===== src/hdl/ptws_pkg.sv =====
// Shared types, widths and constants for the periodic waveform scaler.
package ptws_pkg;

  localparam int DEPTH_DEFAULT = 256;

  localparam int IDX_W  = 8;
  localparam int TIME_W = 32;
  localparam int VAL_W  = 24;
  localparam int CNT_W  = 9;
  localparam int SEG_W  = 8;
  localparam int DRV_W  = 32;

  localparam int IN_W   = IDX_W + TIME_W + VAL_W + TIME_W;
  localparam int OUT_W  = VAL_W + DRV_W + SEG_W;

  // quotient bits kept by the divider; anything larger saturates the scale anyway
  localparam int QBITS  = 25;
  localparam int QCNT_W = $clog2(QBITS);

  localparam int CFG_IDX_W = 2;
  localparam int CFG_W     = 24;

  localparam logic [CFG_IDX_W-1:0] REG_POINT_COUNT   = 2'd0;
  localparam logic [CFG_IDX_W-1:0] REG_SCALE_ENABLED = 2'd1;
  localparam logic [CFG_IDX_W-1:0] REG_BC_PARAMETER  = 2'd2;

  localparam logic ACT_LOAD = 1'b0;
  localparam logic ACT_TICK = 1'b1;

  localparam logic signed [VAL_W-1:0] ONE_Q16   = 24'sd65536;
  localparam logic signed [VAL_W-1:0] SCALE_MAX = 24'sh7FFFFF;
  localparam logic signed [VAL_W-1:0] SCALE_MIN = 24'sh800000;

  typedef struct packed {
    logic [CNT_W-1:0] point_count;
    logic             scale_enabled;
    logic [VAL_W-1:0] bc_parameter;
  } cfg_t;

  typedef struct packed {
    logic load;
    logic start;
    logic idle_scale;
    logic check;
    logic wrap;
    logic fetch_a;
    logic setup;
    logic mul;
    logic div_init;
    logic div_step;
    logic finish;
    logic drive;
    logic emit;
  } dp_cmd_t;

  typedef struct packed {
    logic wrap;
    logic div_skip;
    logic div_last;
    logic out_free;
  } dp_stat_t;

endpackage


===== src/hdl/ptws_ctrl.sv =====
// Sequencer for load and tick items of the waveform scaler.
module ptws_ctrl import ptws_pkg::*; (
  input  logic     clk,
  input  logic     rst,
  input  logic     in_valid,
  output logic     in_ready,
  input  logic     in_action,
  input  logic     scale_enabled,
  input  dp_stat_t stat,
  output dp_cmd_t  cmd
);

  typedef enum logic [10:0] {
    S_IDLE  = 11'b000_0000_0001,
    S_CHK   = 11'b000_0000_0010,
    S_WRAP  = 11'b000_0000_0100,
    S_FETCH = 11'b000_0000_1000,
    S_SETUP = 11'b000_0001_0000,
    S_MUL   = 11'b000_0010_0000,
    S_DIVI  = 11'b000_0100_0000,
    S_DIV   = 11'b000_1000_0000,
    S_FIN   = 11'b001_0000_0000,
    S_DRV   = 11'b010_0000_0000,
    S_DONE  = 11'b100_0000_0000
  } state_t;

  state_t state, state_next;

  assign in_ready = (state == S_IDLE);

  always_ff @(posedge clk) begin
    if (rst) begin
      state <= S_IDLE;
    end else begin
      state <= state_next;
    end
  end

  always_comb begin
    state_next = state;
    cmd        = '0;
    unique case (state)
      S_IDLE: begin
        if (in_valid) begin
          if (in_action == ACT_LOAD) begin
            cmd.load = 1'b1;
          end else if (scale_enabled) begin
            cmd.start  = 1'b1;
            state_next = S_CHK;
          end else begin
            cmd.idle_scale = 1'b1;
            state_next     = S_DRV;
          end
        end
      end
      S_CHK: begin
        cmd.check  = 1'b1;
        state_next = stat.wrap ? S_WRAP : S_FETCH;
      end
      S_WRAP: begin
        cmd.wrap   = 1'b1;
        state_next = S_FETCH;
      end
      S_FETCH: begin
        cmd.fetch_a = 1'b1;
        state_next  = S_SETUP;
      end
      S_SETUP: begin
        cmd.setup  = 1'b1;
        state_next = S_MUL;
      end
      S_MUL: begin
        cmd.mul    = 1'b1;
        state_next = S_DIVI;
      end
      S_DIVI: begin
        cmd.div_init = 1'b1;
        state_next   = stat.div_skip ? S_FIN : S_DIV;
      end
      S_DIV: begin
        cmd.div_step = 1'b1;
        if (stat.div_last) begin
          state_next = S_FIN;
        end
      end
      S_FIN: begin
        cmd.finish = 1'b1;
        state_next = S_DRV;
      end
      S_DRV: begin
        cmd.drive  = 1'b1;
        state_next = S_DONE;
      end
      S_DONE: begin
        if (stat.out_free) begin
          cmd.emit   = 1'b1;
          state_next = S_IDLE;
        end
      end
      default: begin
        state_next = S_IDLE;
      end
    endcase
  end

endmodule


===== config.mk =====
export PLATFORM = sky130hd
export DESIGN_NAME = ptws_ctrl
export DESIGN_NICKNAME = d
export VERILOG_FILES = /design/src/hdl/ptws_pkg.sv /design/src/hdl/ptws_ctrl.sv
export SDC_FILE = /design/constraint.sdc
export NUM_CORES = 1
export LEC_CHECK = 0
export ABC_AREA = 1
export BUFFER_PORTS_ARGS = -buffer_cell sky130_fd_sc_hd__buf_4
export CAP_MARGIN = 25
export CORE_MARGIN = 1.5
export CORE_UTILIZATION = 44
export DETAILED_ROUTE_END_ITERATION = 7
export PLACE_DENSITY = 0.75
export SLEW_MARGIN = 10
export SYNTH_ARGS = -nofsm -noshare
export SYNTH_HDL_FRONTEND = slang
export SYNTH_SLANG_ARGS = --single-unit

===== constraint.sdc =====
create_clock -name clk -period 1.13 [get_ports clk]
set_clock_uncertainty 0.05 [all_clocks]
set_input_delay 0.1695 -clock clk [delete_from_list [all_inputs] [get_ports clk]]
set_output_delay 0.1695 -clock clk [all_outputs]
set_load 0.01 [all_outputs]

==> metrics.cfg <==
[final_layout]
num-fill-cells=76
largest-register=state
multi_input_area_um2=527
reg_top3=state x11
instances_no_fill=183
areaGrowthSynthToFinish_pct=83.7
fin_nets=177
drive_gt1_share_pct=66.5
diodes=0
seq_area_um2=234
stdcell_area_um2=1320
largest_register_ffs=11

[yosys]
yosys_warnings=0
synth_area_leader_cell=dfxtp_1
yosysTopAreaCellShare_pct=30.6
synth_nets=126
postSynth.asyncResetShare_pct=0
synthTopCellsByArea=dfxtp_1 (31%), inv_1 (15%), nand2_1 (15%)
synth_enable_flop_cells=0
netlist_area_um2=721
seq_area_frac_synth_pct=30.6
ys_top_cells_by_count=inv_1 (28), nand2_1 (28), nor2_1 (12), dfxtp_1 (11), nor2_2 (7)
ys.flop_type=dfxtp_1
syn_avg_cell_area_um2=6.16
ys_ff_latch=11
synth_cell_types=20
netlist_instances=117

[clock_network]
cts_made_buffers=3
cts_num_sinks=11
cts-root-buf=clkbuf_4
cts_tree=yes
cts_hold_buffers=0
clkLatencyLatePin_ps=280
h-tree-depth=1
clockBufferDepth=2
path_clk_slew_ps=80

[route]
wl_met3_um=252
dr.pass1.iters=4
wire_per_inst_um=17.4
viasPerCell=5.48
routed_wl_um=3180
top_layer=met4
met2WireLength_um=1480
post-route-drc-count=0
dr_total_vias=1002
initialDrtViolationCount=26
met1_length_um=1260
ant_nets=0

[grt]
track_usage_pct=25.5
antenna_found_initial=0
grt_overflow_total=0
grt_pass1_vias=831
grt_start_max_net_pins=9
grt_pass1_wl_um=3550

[worst_setup_path]
critical_path_class=register to register
worstSetupStartpoint=state[1]
worstSetupEndpointType=register
cp_data_arrival_time_ps=1790
timing.rr.start=state[1]
cp_max_fo=5
cp-start-kind=register
crit_required_ps=1230

[hold_path]
hold_path_class=primary input to register
hp-start=rst

[floorplan]
coreArea_um2=1520
die_w_um=43.5
die_height_um=43.5
initial_core_util_pct=47.3
io_pins=23
die_area_um2=1890
num_rows=14

[outcome]
status=complete, but fails checks
violations=negative setup slack

[run]
max_cap_violations=0

[timing]
fin_crit_ps=1680
max_freq_mhz=594
hold_violations=0
setup-violations-final=25
maxSlewViolCount=0
slew-limit-headroom_pct=81.2
setup_ws_ps=-554
post-route-period-util_pct=149
rsz0062_at_grt=yes
worstMarginPinSlew_ps=279

[place]
gp_congestion=0.864
dpl_worst_slack_ps=-242
port_buffers=22
placedCellCount=164
place_area_um2=995
dp_hpwl_um=1430

[power]
p_leak_nw=0.707
irDropWorstVdd_v=0.000867
powerDensity_nw_per_um2=823

## per-layer routing
layer,global-route usage (%),up-vias
met5,0,-
met4,10.9,0
met3,2.92,23
met2,44.2,76
met1,31.9,450
li1,-,453
## cell families after synthesis
family	synth area share [%]
AOI/OAI and AO/OA	4.17
buffers and inverters	15.6
DFF	30.6
and+or+nand+nor	49.7
## power by group
part / internal, mW / switching, mW / leakage, nW
logic: 0.159 / 0.225 / 0.599
registers: 0.397 / 0.0141 / 0.0931
clock network: 0.137 / 0.158 / 0.0150
total: 0.693 / 0.397 / 0.707
## layout by cell type (no fill, tap or decap), drive strengths merged
| master | instances |
|---|---|
| and3 | 3 |
| a21oi | 2 |
| nor4 | 1 |
| nand3 | 2 |
| nand4 | 1 |
| nand2 | 31 |
| o21ai | 4 |
| dfxtp | 11 |
| inv | 29 |
| clkbuf | 4 |
| nor3 | 11 |
| nor3b | 1 |
| buf | 47 |
| nor2 | 20 |
## timing repair
item                       4_1_cts  5_1_grt
gates resized for setup         27       39
pin swaps                        9       18
setup endpoints to repair       24       25
buffers inserted                 8        7
## final cells by class
class                           instances  share of cell area [%]
Sequential cell                        11                    17.7
Timing Repair Buffer                   47                    30.6
Inverter                               29                    8.41
Tap cell                               16                    1.51
Multi-Input combinational cell         76                    39.8
Clock buffer                            4                    1.98
## critical path, cell delays in order, from the launching register on
cell	delay, ps
dfxtp_2	360
nor2_2	140
nand2_2	110
nor2_4	240
nand2_2	110
buf_6	130
buf_6	110
nand2_2	60
nor2_1	50
nand4_1	100
nand2_1	100
## final timing paths
| path | endpoint | slack [ps] | cells past startpoint |
|---|---|---|---|
| min reg2reg | state[10] | 640 | 5 |
| min | state[7] | 80 | 2 |
| max reg2reg | state[0] | -550 | 10 |
| max | state[0] | -550 | 10 |
## metrics by stage
| step | hold slack, ps | power (mW) | util [%] | TNS [ps] |
|---|---|---|---|---|
| 2_1_floorplan | 266 | 0.577 | - | -679 |
| 3_3_place_gp | 364 | 0.652 | 65.3 | -3360 |
| 3_5_place_dp | 372 | 0.658 | 65.3 | -3610 |
| 4_1_cts | 84.2 | 0.976 | 75.3 | -8170 |
| 5_1_grt | 83.6 | 1.13 | 86.9 | -11370 |
| 6_report | 84.3 | 1.09 | 86.9 | -9860 |
Note: power is estimated with default switching activity, not from simulation.
